## src/rtl/pem_pkg.sv

```systemverilog
// Shared types and constants for the Prewitt edge magnitude block.
// No dependencies; every other file imports this package.
package pem_pkg;

	localparam int MAX_WIDTH = 1024;
	localparam int COL_W     = $clog2(MAX_WIDTH);
	localparam int ROW_W     = 12;
	localparam int PIX_W     = 8;
	localparam int WIDTH_W   = 11;
	localparam int HEIGHT_W  = 12;
	localparam int CFG_W     = 12;
	localparam int LB_W      = 2 * PIX_W;
	localparam int GRAD_W    = 11;
	localparam int SQ_W      = 20;
	localparam int ROOT_IN_W = 16;

	localparam logic [PIX_W-1:0] MAG_MAX = 8'd255;

	typedef enum logic [0:0] {
		REG_IMAGE_WIDTH  = 1'b0,
		REG_IMAGE_HEIGHT = 1'b1
	} cfg_index_t;

	typedef struct packed {
		logic [PIX_W-1:0] edge_value;
		logic [ROW_W-1:0] out_row;
		logic [COL_W-1:0] out_col;
		logic             is_border;
		logic             last_in_run;
		logic             frame_end;
	} pem_result_t;

	typedef struct packed {
		logic                 start;
		logic [ROOT_IN_W-1:0] operand;
	} root_req_t;

	typedef struct packed {
		logic             done;
		logic [PIX_W-1:0] root;
	} root_rsp_t;

endpackage

```

## src/rtl/pem_isqrt.sv

```systemverilog
// Iterative integer square root of a 16-bit value, two result bits per cycle.
// Depends on pem_pkg.
module pem_isqrt import pem_pkg::*; (
	input  logic      clk,
	input  logic      arst_n,
	input  root_req_t req,
	output root_rsp_t rsp
);

	localparam int STEPS_PER_CYCLE = 2;
	localparam int CYCLES          = ROOT_IN_W / (2 * STEPS_PER_CYCLE);
	localparam int CNT_W           = $clog2(CYCLES);

	logic [ROOT_IN_W-1:0] rem_q, res_q, bit_q;
	logic [ROOT_IN_W-1:0] rem_d, res_d, bit_d;
	logic [CNT_W-1:0]     cnt_q;
	logic                 busy_q, done_q;

	// Restoring square root: each step settles one result bit.
	always_comb begin
		logic [ROOT_IN_W:0] trial;
		rem_d = rem_q;
		res_d = res_q;
		bit_d = bit_q;
		for (int k = 0; k < STEPS_PER_CYCLE; k++) begin
			trial = {1'b0, res_d} + {1'b0, bit_d};
			if ({1'b0, rem_d} >= trial) begin
				rem_d = rem_d - trial[ROOT_IN_W-1:0];
				res_d = (res_d >> 1) + bit_d;
			end else begin
				res_d = res_d >> 1;
			end
			bit_d = bit_d >> 2;
		end
	end

	always_ff @(posedge clk or negedge arst_n) begin
		if (!arst_n) begin
			busy_q <= 1'b0;
			done_q <= 1'b0;
			cnt_q  <= '0;
		end else begin
			done_q <= 1'b0;
			if (req.start) begin
				busy_q <= 1'b1;
				cnt_q  <= '0;
			end else if (busy_q) begin
				cnt_q <= cnt_q + 1'b1;
				if (cnt_q == CNT_W'(CYCLES - 1)) begin
					busy_q <= 1'b0;
					done_q <= 1'b1;
				end
			end
		end
	end

	always_ff @(posedge clk) begin
		if (req.start) begin
			rem_q <= req.operand;
			res_q <= '0;
			bit_q <= ROOT_IN_W'(1) << (ROOT_IN_W - 2);
		end else if (busy_q) begin
			rem_q <= rem_d;
			res_q <= res_d;
			bit_q <= bit_d;
		end
	end

	assign rsp.done = done_q;
	assign rsp.root = res_q[PIX_W-1:0];

endmodule

```

## config.mk

```make
export PLATFORM = sky130hd
export DESIGN_NAME = pem_isqrt
export DESIGN_NICKNAME = d
export VERILOG_FILES = /design/src/rtl/pem_pkg.sv /design/src/rtl/pem_isqrt.sv
export SDC_FILE = /design/constraint.sdc
export NUM_CORES = 1
export LEC_CHECK = 0
export BUFFER_PORTS_ARGS = -buffer_cell sky130_fd_sc_hd__clkbuf_2
export CORE_MARGIN = 5
export CORE_UTILIZATION = 23
export DETAILED_ROUTE_END_ITERATION = 8
export PLACE_DENSITY_LB_ADDON = 0.12
export SETUP_SLACK_MARGIN = 0.02
export SYNTH_ARGS = -nofsm -noshare
export SYNTH_HDL_FRONTEND = slang
export SYNTH_SLANG_ARGS = --single-unit
```

## constraint.sdc

```tcl
create_clock -name clk -period 18.9 [get_ports clk]
set_input_delay 0.945 -clock clk [delete_from_list [all_inputs] [get_ports clk]]
set_output_delay 0.945 -clock clk [all_outputs]
set_load 0.01 [all_outputs]
```

**Yosys cells after proc, flatten, opt, wreduce, memory -nomap -nowiden**

Index checks and enable logic that the tools add are counted.

- Bits of input ports: 19
- Bits in registers: 40
- Word-level logic and storage cells: 31
- Output and inout port bits: 9

- $add $sub $neg: 7
- Equal/unequal tests: 1
- Reduce and logical (&&, ||, !) cells: 1
- Order comparisons: 2
- Multiplexer cells: 14

Operators with widths:

| kind | count |
|---|---|
| two-way mux 16 bit | 6 |
| >= comparator 16 x 17 -> 1 bit | 2 |
| subtractor 16 bit | 2 |
| adder 16 x 13 -> 17 bit | 1 |
| adder 16 x 15 -> 17 bit | 1 |
| adder 15 x 13 -> 16 bit | 1 |
| adder 15 x 15 -> 16 bit | 1 |
| two-way mux 1 bit | 6 |
| two-way mux 2 bit | 2 |
| adder 2 x 1 -> 2 bit, second input constant | 1 |
| == test 2 bit, second input constant | 1 |
| nonzero test 2 bit | 1 |

**Depth between registers and ports, before layout**

- Depth in word-level cells: 8
- Depth in mapped cells: 35
- Mapped depth without buffers: 33

**Worst setup path after synthesis**

Ideal clock, no wire load.

- Kind: register to register
- Start: reg res_q[2]
- End: reg rem_q[14] (data pin)
- Cell stages (with the launch flop): 34
- Arrival: 6520 ps
- Data required time: 18642 ps
- Buffers on the path: 2
- Period minus slack after synthesis: 6778 ps
- Library setup time: 258 ps
- Setup slack: 12122 ps
- Cell sequence: dfxtp_1 ha_1 ha_1 a41o_1 a41oi_2 nor2b_1 xnor2_1 ha_1 a21oi_1 o21ai_1 a22oi_1 inv_2 o31ai_4 clkbuf_1 nor3b_1 xor2_1 ha_1 nand3_1 mux2i_1 or2_1 and2_1 a31oi_1 nor2_1 xor2_1 ha_1 nand2_1 nand2_1 nand2_1 a31oi_1 nor2_1 or2_1 buf_6 or4b_1 o221a_2

- Longest elaborated chain between the ends: 8
- Elaborated cells on any way between the ends: 12
- Those cells by class: add/sub (5); order compare (2); mux (5)

Ends and longest elaborated chain:

| element | line | text |
|---|---|---|
| start: declaration | pem_isqrt.sv:14 | `logic [ROOT_IN_W-1:0] rem_q, res_q, bit_q;` |
| start signal: assignment | pem_isqrt.sv:64 | `res_q <= res_d;` |
| adder 16 x 15 -> 17 bit | pem_isqrt.sv:26 | `trial = {1'b0, res_d} + {1'b0, bit_d};` |
| >= comparator 16 x 17 -> 1 bit | pem_isqrt.sv:27 | `if ({1'b0, rem_d} >= trial) begin` |
| two-way mux 16 bit | pem_isqrt.sv:27 |  |
| adder 16 x 13 -> 17 bit | pem_isqrt.sv:26 |  |
| subtractor 16 bit or >= comparator 16 x 17 -> 1 bit (tied branches) | pem_isqrt.sv:28, pem_isqrt.sv:27 |  |
| two-way mux 16 bit (*) | pem_isqrt.sv:27 |  |
| two-way mux 16 bit (*) | pem_isqrt.sv:62 | `end else if (busy_q) begin` |
| two-way mux 16 bit (*) | pem_isqrt.sv:58 | `if (req.start) begin` |
| end signal: assignment | pem_isqrt.sv:59 | `rem_q <= req.operand;` |
| end signal: assignment | pem_isqrt.sv:63 | `rem_q <= rem_d;` |
| end: declaration | pem_isqrt.sv:14 |  |

Every way passes the cells marked *; elsewhere a longest branch is shown, timed or not. The select of a mux whose other input is x is not followed.
A chain may end at the register's enable or synchronous reset.

**Final worst setup path**

- Start: reg res_q[2]
- End: reg rem_q[8] (data pin)

Same word-level chain as after synthesis.

==> results by group <==
Floorplan
  • Full die area: 0.0248 mm2
  • Area of the core: 0.0216 mm2
  • IO Pins: 28
  • Die boundary width: 157 um
  • Initial Utilization: 23.1%
  • Num rows: 54
  • Die Y: 157 um

Synthesis
  • Post-synthesis compound-gate area fraction: 23.3%
  • Synth top area cells: ha_1 13%, edfxtp_1 9.6%, dfxtp_1 8.0%
  • Proportion of synthesized chip area in sequential cells: 19.6%
  • Library cell with the largest summed area after synthesis: ha_1
  • Area share of the leading cell type in the synthesized netlist: 13.3%
  • Synthesized instance count: 634
  • Netlist area before placement: 0.00499 mm2
  • Flip-flop and latch count after synthesis: 40
  • Share of synthesized flip-flops with an asynchronous set or reset: 10.0%
  • Adder and majority gate portion of the synthesized area: 14.1%
  • Count of cell types in the netlist: 75
  • Synth Area in Simple Gates: 21.0%
  • Xor and xnor area share after synthesis: 12.6%
  • Total of warnings raised by yosys: 0
  • Multiplexer fraction of the synthesized cell area: 3.33%
  • Dominant combinational cell family by area after synthesis: compound AO/OA/AOI/OAI gates
  • Average size of a mapped cell: 7.88 um2
  • Number of enable flip-flop cells after synthesis: 16
  • Number of nets produced by synthesis: 708
  • Most instantiated flip-flop cell in the synthesis netlist: dfxtp_1

STA
  • Total count of hold-check failures in the final report: 0
  • Total setup violations reported at the end of the flow: 0
  • Final Cycle Share: 44.1%
  • Worst Clk Skew: 5.83 ps
  • Worst max-slew margin expressed relative to the limit: 20.7%
  • Max Transition Viols Final: 0
  • Final min period: 8340 ps
  • Setup TNS: 0 ps
  • Fmax: 120 MHz
  • RSZ-0062 raised after global routing: false
  • Slew of the pin with the lowest slew margin: 1190 ps

Critical path
  • Cells on worst reg2reg path: 32
  • Data arrival at the endpoint of the critical path: 8390 ps
  • CP max-delay cell: or2_1
  • Kind of end point of the critical path: flop
  • Peak per-stage delay on the critical path: 920 ps
  • Required arrival time at the worst endpoint: 18960 ps
  • Critical path type: reg2reg
  • Biggest fanout along the worst timing path: 28
  • Cell occurring most often along the worst timing path: ha_1
  • Crit start category: flop

GRT
  • GR Overflow Total: 0
  • Pin count of the biggest net entering global routing: 29
  • Number of antenna violations at the first check in global routing: 0
  • Vias in the first global route: 4708
  • First-pass GRT wire length: 27400 um
  • Overall routing resource usage: 14.5%

Route
  • Initial DRC count: 274
  • Vias per cell: 5.01
  • Post-route antenna net violation count: 0
  • WL per Instance: 19.3 um
  • Residual DRC count: 0
  • Total Routed Length: 17700 um
  • Initial DRT Pass Iterations: 7
  • Via count: 4596

Cells and area
  • Area Overhead vs Synth: 9.50%
  • Ant. Diodes: 0
  • Commonest cells after routing, fill and taps aside: 71 x nand2_1, 55 x nor2_1, 53 x ha_1
  • Share of post-route cells with drive strength above 1: 9.87%
  • Count of nets after finishing: 711
  • Most common library cell in the layout ignoring fill and taps: nand2_1

Place
  • Total of buffers placed on input and output ports: 27
  • Half-perimeter wire length after detailed placement: 13800 um
  • Global placement routability congestion: 0.885

Clocking
  • Number of post-CTS setup repair buffers: 0
  • Clock-pin slew on the worst setup and hold paths: 70 ps
  • Cts bufs inserted: 5
  • Resize count post-CTS: 0
  • H-tree Lvls: 2
  • Clock sink total: 40
  • Number of buffers inserted by hold repair at cts: 0
  • CTS tree: yes
  • Insertion delay to the later sink of the worst-skew pair: 310 ps
  • Clock root buffer: clkbuf_16
  • Worst-case clock buffer depth: 2

Status
  • Run status: complete, no violations

Job
  • Number of maximum-capacitance constraint violations: 0

Hold path
  • Class of the tightest hold or removal check: in2async
[state kept, by name (all words and copies together), names as in the netlist]
name and count:
rem_q 16, cnt_q 2, done_q 1, busy_q 1, bit_q 4, res_q 16
[worst paths after layout]
kind                       slack [ps]        to     start
max                             10560  rem_q[8]  res_q[2]
min in group clk                  510  res_q[0]  res_q[0]
min                               430  cnt_q[1]    arst_n
max reg2reg                     10560  rem_q[8]  res_q[2]
min reg2reg                       510  res_q[0]  res_q[0]
max in group asynchronous       18340    busy_q    arst_n
[kinds of logic (layout without fill, tap and decap cells)]
logic type | after synthesis | after routing
AOI/OAI and AO/OA | 168 | 168
muxes | 16 | 16
DFF | 40 | 40
buffers and inverters | 63 | 67
and+or+nand+nor | 221 | 221
xor gates and xnor gates | 71 | 71
adders and majority gates | 55 | 55
[cells in the mapped netlist, types with 5 or more instances]
library cell,instances
nand4_1,5
a21o_1,7
edfxtp_1,16
ha_1,53
o211ai_1,5
clkbuf_1,15
nor3_1,12
mux2_2,5
xor2_1,29
and3_1,11
nor4_1,8
inv_1,24
a21oi_1,37
mux2i_1,11
nor2b_1,10
nand3_1,23
buf_2,7
nand2_1,71
dfxtp_1,20
buf_4,9
o21a_1,6
xnor2_1,41
a31oi_1,15
o21ai_0,43
nor2_1,55
[worst max-delay path: cells and delay by family (launching register included)]
kind / cells / cell delay (ps)
AO/OA/AOI/OAI: 9 / 2040
XOR/XNOR: 2 / 430
adder cells (fa/ha/maj): 5 / 1610
buffers and inverters: 3 / 500
flip-flops: 1 / 440
multiplexers: 2 / 710
AND/OR/NAND/NOR: 11 / 2350
[per-stage QoR]
stage / instances / instance area (um2) / worst slack [ps] / util [%] / hold slack (ps)
finish: 918 / 5470 / 10560 / 25.3 / 434
global route: 918 / 5470 / 9930 / 25.3 / 432
CTS: 918 / 5470 / 10520 / 25.3 / 425
detailed placement: 910 / 5320 / 10560 / 24.6 / 507
global placement: 910 / 5320 / 10680 / 24.6 / 508
floorplan: 634 / 4990 / 12120 / - / 478
[per-layer routing]
metal | global-route usage (%) | part of all wire (%)
met1 | 20.5 | 51
met3 | 1.87 | 3.1
met5 | 0 | 0
met4 | 4.42 | 2.0
met2 | 23.2 | 44
[cell type report]
type                            instances  area (um2)
Timing Repair Buffer                   32         173
Inverter                               27         101
Fill cell                            2401       16200
Sequential cell                        40         981
Multi-Input combinational cell        531        3710
Clock buffer                            6         139
Clock inverter                          2        12.5
Tap cell                              280         350
Power is left out: the tool's default activity adds up to more than one toggle a clock period on the data nets, which glitch-free logic cannot reach.
