--- src/rtl/pem_pkg.sv ---
// Shared types and constants for the Prewitt edge magnitude block.
// No dependencies; every other file imports this package.
package pem_pkg;

	localparam int MAX_WIDTH = 1024;
	localparam int COL_W     = $clog2(MAX_WIDTH);
	localparam int ROW_W     = 12;
	localparam int PIX_W     = 8;
	localparam int WIDTH_W   = 11;
	localparam int HEIGHT_W  = 12;
	localparam int CFG_W     = 12;
	localparam int LB_W      = 2 * PIX_W;
	localparam int GRAD_W    = 11;
	localparam int SQ_W      = 20;
	localparam int ROOT_IN_W = 16;

	localparam logic [PIX_W-1:0] MAG_MAX = 8'd255;

	typedef enum logic [0:0] {
		REG_IMAGE_WIDTH  = 1'b0,
		REG_IMAGE_HEIGHT = 1'b1
	} cfg_index_t;

	typedef struct packed {
		logic [PIX_W-1:0] edge_value;
		logic [ROW_W-1:0] out_row;
		logic [COL_W-1:0] out_col;
		logic             is_border;
		logic             last_in_run;
		logic             frame_end;
	} pem_result_t;

	typedef struct packed {
		logic                 start;
		logic [ROOT_IN_W-1:0] operand;
	} root_req_t;

	typedef struct packed {
		logic             done;
		logic [PIX_W-1:0] root;
	} root_rsp_t;

endpackage

--- src/rtl/pem_if.sv ---


interface pem_res_if import pem_pkg::*; ();
	logic             valid;
	logic             ready;
	logic [PIX_W-1:0] edge_value;
	logic [ROW_W-1:0] out_row;
	logic [COL_W-1:0] out_col;
	logic             is_border;
	logic             last_in_run;
	logic             frame_end;

	modport source (output valid, output edge_value, output out_row, output out_col,
		output is_border, output last_in_run, output frame_end, input ready);
	modport sink (input valid, input edge_value, input out_row, input out_col,
		input is_border, input last_in_run, input frame_end, output ready);
endinterface

--- src/rtl/pem_outq.sv ---
// Two-entry result queue driving the result channel.
// Depends on pem_pkg and pem_res_if.
module pem_outq import pem_pkg::*; (
	input  logic          clk,
	input  logic          arst_n,
	input  logic          push,
	input  pem_result_t   push_data,
	output logic          full,
	pem_res_if.source     result
);

	pem_result_t ent_q [2];
	logic        wr_ptr_q, rd_ptr_q;
	logic [1:0]  count_q;
	logic        pop;
	pem_result_t head;

	assign pop  = result.valid && result.ready;
	assign full = (count_q == 2'd2);
	assign head = ent_q[rd_ptr_q];

	always_ff @(posedge clk or negedge arst_n) begin
		if (!arst_n) begin
			wr_ptr_q <= 1'b0;
			rd_ptr_q <= 1'b0;
			count_q  <= '0;
		end else begin
			if (push) begin
				wr_ptr_q <= ~wr_ptr_q;
			end
			if (pop) begin
				rd_ptr_q <= ~rd_ptr_q;
			end
			count_q <= count_q + {1'b0, push} - {1'b0, pop};
		end
	end

	always_ff @(posedge clk) begin
		if (push) begin
			ent_q[wr_ptr_q] <= push_data;
		end
	end

	assign result.valid       = (count_q != 2'd0);
	assign result.edge_value  = head.edge_value;
	assign result.out_row     = head.out_row;
	assign result.out_col     = head.out_col;
	assign result.is_border   = head.is_border;
	assign result.last_in_run = head.last_in_run;
	assign result.frame_end   = head.frame_end;

endmodule

--- src/flat_wrapper.sv ---
// flat-port wrapper written by rule: the top's interface ports become plain ports
module pem_outq_flat import pem_pkg::*;
  (clk, arst_n, push, push_data, full, result_valid, result_edge_value, result_out_row, result_out_col, result_is_border, result_last_in_run, result_frame_end, result_ready);
  pem_res_if result_i ();
  input  logic clk;
  input  logic arst_n;
  input  logic push;
  input  pem_result_t push_data;
  output logic full;
  output wire logic [$bits(result_i.valid)-1:0] result_valid;
  output wire logic [$bits(result_i.edge_value)-1:0] result_edge_value;
  output wire logic [$bits(result_i.out_row)-1:0] result_out_row;
  output wire logic [$bits(result_i.out_col)-1:0] result_out_col;
  output wire logic [$bits(result_i.is_border)-1:0] result_is_border;
  output wire logic [$bits(result_i.last_in_run)-1:0] result_last_in_run;
  output wire logic [$bits(result_i.frame_end)-1:0] result_frame_end;
  input wire logic [$bits(result_i.ready)-1:0] result_ready;
  assign result_valid = result_i.valid;
  assign result_edge_value = result_i.edge_value;
  assign result_out_row = result_i.out_row;
  assign result_out_col = result_i.out_col;
  assign result_is_border = result_i.is_border;
  assign result_last_in_run = result_i.last_in_run;
  assign result_frame_end = result_i.frame_end;
  assign result_i.ready = result_ready;
  pem_outq u_core (.clk(clk), .arst_n(arst_n), .push(push), .push_data(push_data), .full(full), .result(result_i));
endmodule
--- config.mk ---
export PLATFORM = sky130hd
export DESIGN_NAME = pem_outq_flat
export DESIGN_NICKNAME = d
export VERILOG_FILES = /design/src/rtl/pem_pkg.sv /design/src/rtl/pem_if.sv /design/src/rtl/pem_outq.sv /design/src/flat_wrapper.sv
export SDC_FILE = /design/constraint.sdc
export NUM_CORES = 1
export LEC_CHECK = 0
export BUFFER_PORTS_ARGS = -buffer_cell sky130_fd_sc_hd__buf_4
export CORE_MARGIN = 3
export CORE_UTILIZATION = 52
export DETAILED_ROUTE_END_ITERATION = 6
export GPL_TIMING_DRIVEN = 0
export HOLD_SLACK_MARGIN = 0.12
export PLACE_DENSITY = 0.81
export RECOVER_POWER = 25
export SKIP_CTS_REPAIR_TIMING = 1
export SLEW_MARGIN = 30
export SYNTH_ARGS = -nofsm -noshare
export SYNTH_HDL_FRONTEND = slang
export SYNTH_SLANG_ARGS = --single-unit
--- constraint.sdc ---
create_clock -name clk -period 4.4 [get_ports clk]
set_input_delay 0 -clock clk [delete_from_list [all_inputs] [get_ports clk]]
set_output_delay 0 -clock clk [all_outputs]
set_load 0.03 [all_outputs]
# Yosys cells after proc, flatten, opt, wreduce, memory -nomap -nowiden
# Memories as Yosys holds them, arrays and structs flattened.
# Index checks and enable logic that the tools add are counted.
[totals] in_bits=37 ramBits=66 n_memories=1 output_inout_bits=35 register_bits=4
[memory_table] name="u_core.ent_q" depth=2 word_bits=33 read_ports=1 rd_ports_with_merged_regs=0 write_ports=1 line_no="pem_outq.sv:12" source="pem_result_t ent_q [2];"
[op_classes] eq_ne=1 n_addsub=2 reduce_logical=2 bitwise_logic=2 muxes=2
[op_table] operator="adder 2 x 1 -> 2 bit" n=1
[op_table] operator="== test 2 bit (second input constant)" n=1
[op_table] operator="two-way mux 1 bit" n=2
[op_table] operator="NOT 1 bit" n=2
[op_table] operator="nonzero test 2 bit" n=1
[op_table] operator="subtractor 2 x 1 -> 2 bit" n=1
[op_table] operator="logical AND 1 bit" n=1

# Logic depth before layout (Yosys ltp)
[depth] depth_word=3 ltp_mapped=6 depth_no_buf=6

# Worst setup path before layout
# Ideal clock, no wire load.
[synth_path] path_kind="flip-flop to flip-flop" start="register u_core.wr_ptr_q" end="memory u_core.ent_q[0][0] (netlist name) (enable)" arrival_ns=1.886 n_path_buf=0 setup_time_ns=0.427 required_ns=3.973 slack_ns=2.087 path_stages_with_launch=2 path_cell_list="dfrtp_1 > nor2b_1"
[synth_rtl] item="from (decl)" line_no="pem_outq.sv:13" source="logic wr_ptr_q, rd_ptr_q;"
[synth_rtl] item="from (signal assigned)" line_no="pem_outq.sv:29" source="wr_ptr_q <= ~wr_ptr_q;"
[synth_rtl] item="to (decl)" line_no="pem_outq.sv:12"
# No word-level cell before the write port.

# Worst setup path in the final report
[layout_path] start="register u_core.count_q[1]" end="register u_core.count_q[1]"
[layout_between] elab_chain_cells=3 elab_cells_between_ends=4 cone_classes="2 x add/sub; 2 x reduce/logical"
[layout_lines] item="from (decl)" line_no="pem_outq.sv:14" source="logic [1:0] count_q;"
[layout_lines] item="from (signal assigned)" line_no="pem_outq.sv:34" source="count_q <= count_q + {1'b0, push} - {1'b0, pop};"
[layout_lines] item="nonzero test 2 bit" line_no="pem_outq.sv:44" source="assign result.valid = (count_q != 2'd0);"
[layout_lines] item="logical AND 1 bit" line_no="pem_outq.sv:18" source="assign pop = result.valid && result.ready;"
[layout_lines] item="net u_core.pop" line_no="pem_outq.sv:15" source="logic pop;"
[layout_lines] item="subtractor 2 x 1 -> 2 bit" line_no="pem_outq.sv:34"
# The timed path passes the listed nets, and every way through them passes these cells.
# A chain may end at the register's enable or synchronous reset.

==> results.py <==
metrics = {
    "cells_and_area": {
        "num-nets-final": 280,
        "fillCellCount": 259,
        "design_area_mm2": 0.00397,
        "layout_common_cells": "66 x edfxtp_1, 49 x buf_4, 37 x dlygate4sd3_1",
        "insertedDiodeCount": 0,
        "area.growth.synth_to_final_pct": 45.4,
        "drive_above_1_share": 0.500,
        "final_common_cell": "edfxtp_1",
    },
    "run": {
        "max-cap-violations": 0,
    },
    "synthesis": {
        "synth_top_family_by_area": "multiplexers",
        "synthSimpleGateAreaFrac": 0.00915,
        "syn-num-nets": 159,
        "syn_avg_cell_area_um2": 22.8,
        "synth_compound_area_frac": 0.00275,
        "synthAdderAreaFrac": 0.00915,
        "netlist_area_mm2": 0.00273,
        "synth_warnings": 0,
        "ys_types": 14,
        "ys_ff_latch": 70,
        "syn_inst": 120,
        "synth_top_area_frac": 0.725,
        "muxShareOfSynthArea": 0.176,
        "yosysSeqAreaShare": 0.762,
        "synth_top_area_cell": "edfxtp_1",
        "synthTopCellsByArea": "edfxtp_1 72%, mux2_4 16%, dfrtp_1 3.7%",
        "synth_xor_area_frac": 0.0128,
    },
    "timing": {
        "tns_ns": 0,
        "rsz0062_at_grt": "false",
        "fmax_mhz": 654,
        "drv_slew": 0,
        "finalSetupViolations": 0,
        "post-route-period-util": 0.347,
        "worst_pin_slew_ns": 0.543,
        "min_period_ns": 1.53,
        "finClkSkew_ns": 0.00543,
        "hold-worst-slack_ns": 0.405,
        "max_slew_margin": 0.637,
        "final_hold_viol_count": 0,
    },
    "detailed_routing": {
        "num_vias": 1488,
        "totalWireLength_um": 5030,
        "dr.pass1.iters": 5,
        "drt_iter0_drc": 106,
        "wire_per_inst_um": 16.1,
        "drc": 0,
        "ant_nets": 0,
        "routed_via_density": 4.75,
    },
    "floorplanning": {
        "die_x_um": 78.5,
        "die_y_um": 78.5,
        "ios": 72,
        "start_util": 0.557,
        "rows": 25,
        "coreArea_mm2": 0.00491,
        "die_area_mm2": 0.00616,
    },
    "cts": {
        "htree_levels": 3,
        "clkSinkCount": 70,
        "tritoncts": "done",
        "cts_root_buffer": "clkbuf_8",
        "numCtsBuffers": 9,
        "path_clk_slew_ns": 0.07,
        "cts_max_path_buffers": 2,
        "insertion_delay_ns": 0.32,
    },
    "place": {
        "place.gp.congestion": 0.709,
        "hpwl_um": 3140,
        "port-buffer-count": 71,
        "place_area_mm2": 0.00341,
    },
    "critical_path": {
        "path_class": "register to register",
        "end_kind": "register",
        "worstSetupStartpointType": "register",
        "crit_fanout": 4,
        "crit_required_ns": 4.64,
        "path_cells": "o21a_1 > ha_1 > inv_1 > ha_1 > xnor2_1 > xnor2_1",
        "slowest_delay_ns": 0.42,
        "cp_top_family": "adder cells",
        "crit_slowest_cell": "dfrtp_1",
        "crit_arrival_ns": 1.76,
        "cp_num_buf_inv": 1,
    },
    "power_and_ir_drop": {
        "irDropWorstVdd_uv": 454,
        "p_leak_nw": 1.62,
        "p_per_area_mw_per_mm2": 648,
    },
    "run_status": {
        "status": "finished, final reports clean",
    },
    "grt": {
        "grt_usage": 0.159,
        "gr-total-overflow": 0,
        "grt_max_degree": 26,
        "grt_pass1_vias": 1519,
        "grt_antenna_before_repair": 0,
        "grt_pass1_wl_um": 7290,
    },
    "worst_hold_path": {
        "hp-class": "input port to register",
    },
}
## path summary, 6_finish.rpt
kind | cells past startpoint | from | slack (ns) | endpoint
worst max-delay path | 6 | u_core.count_q[1]$_DFF_PN0_ | 2.87 | u_core.count_q[1]$_DFF_PN0_
worst min-delay path | 2 | push_data[32] | 0.40 | u_core.ent_q[1][32]$_DFFE_PP_
worst max register to register | 6 | u_core.count_q[1]$_DFF_PN0_ | 2.87 | u_core.count_q[1]$_DFF_PN0_
worst min register to register | 1 | u_core.wr_ptr_q$_DFFE_PN0P_ | 0.55 | u_core.wr_ptr_q$_DFFE_PN0P_
max in group asynchronous | 3 | arst_n | 3.67 | u_core.rd_ptr_q$_DFFE_PN0P_
min in group asynchronous | 3 | arst_n | 0.57 | u_core.count_q[0]$_DFF_PN0_
## state kept, by name, indices dropped and copies added (netlist names)
signal	count
u_core.count_q	2
u_core.ent_q	66
u_core.rd_ptr_q	1
u_core.wr_ptr_q	1
## power breakdown
group / internal, mW / switching [mW] / total [mW] / leakage (nW)
combinational: 0.533 / 0.578 / 1.11 / 0.849
sequential: 0.889 / 0.0476 / 0.936 / 0.666
clock: 0.313 / 0.215 / 0.528 / 0.103
## area by class of cell
type | instances | area (um2) | area share
sequential | 70 | 2080 | 0.524
timing repair buffer | 110 | 943 | 0.237
multi-input combinational | 44 | 582 | 0.146
clock buffer | 10 | 128 | 0.0321
tap | 67 | 83.8 | 0.0211
clock inverter | 6 | 76.3 | 0.0192
buffer | 4 | 71.3 | 0.0179
inverter | 2 | 7.51 | 0.00189
## per-stage QoR
step | setup WS (ns) | instances | util | power (mW)
finish | 2.87 | 313 | 0.809 | 2.57
global route | 2.77 | 313 | 0.809 | 2.69
CTS | 2.85 | 276 | 0.735 | 2.57
detailed placement | 2.89 | 260 | 0.694 | 2.04
global placement | 1.42 | 258 | 0.682 | 1.99
floorplan | 2.09 | 120 | - | 1.70
## logic make-up (layout without fill, tap and decap cells)
family,Yosys count,after routing
compound gates,1,1
fa+ha+maj,2,2
xor+xnor,4,4
simple gates,4,4
flops,70,70
mux,33,33
buf+inv,6,132
## cell usage after synthesis, drive strengths merged
cell type	instances
dfrtp	4
ha	2
buf	4
or2	1
inv	2
and2	1
mux2	33
o21a	1
xnor2	2
nor2b	2
xor2	2
edfxtp	66
## metal layers
layer,routed length (um),global-route usage
met1,1980,0.185
met5,0,0
met4,36,0.0734
met2,2750,0.264
met3,262,0.0539
Power figures use the tool's default switching activity.
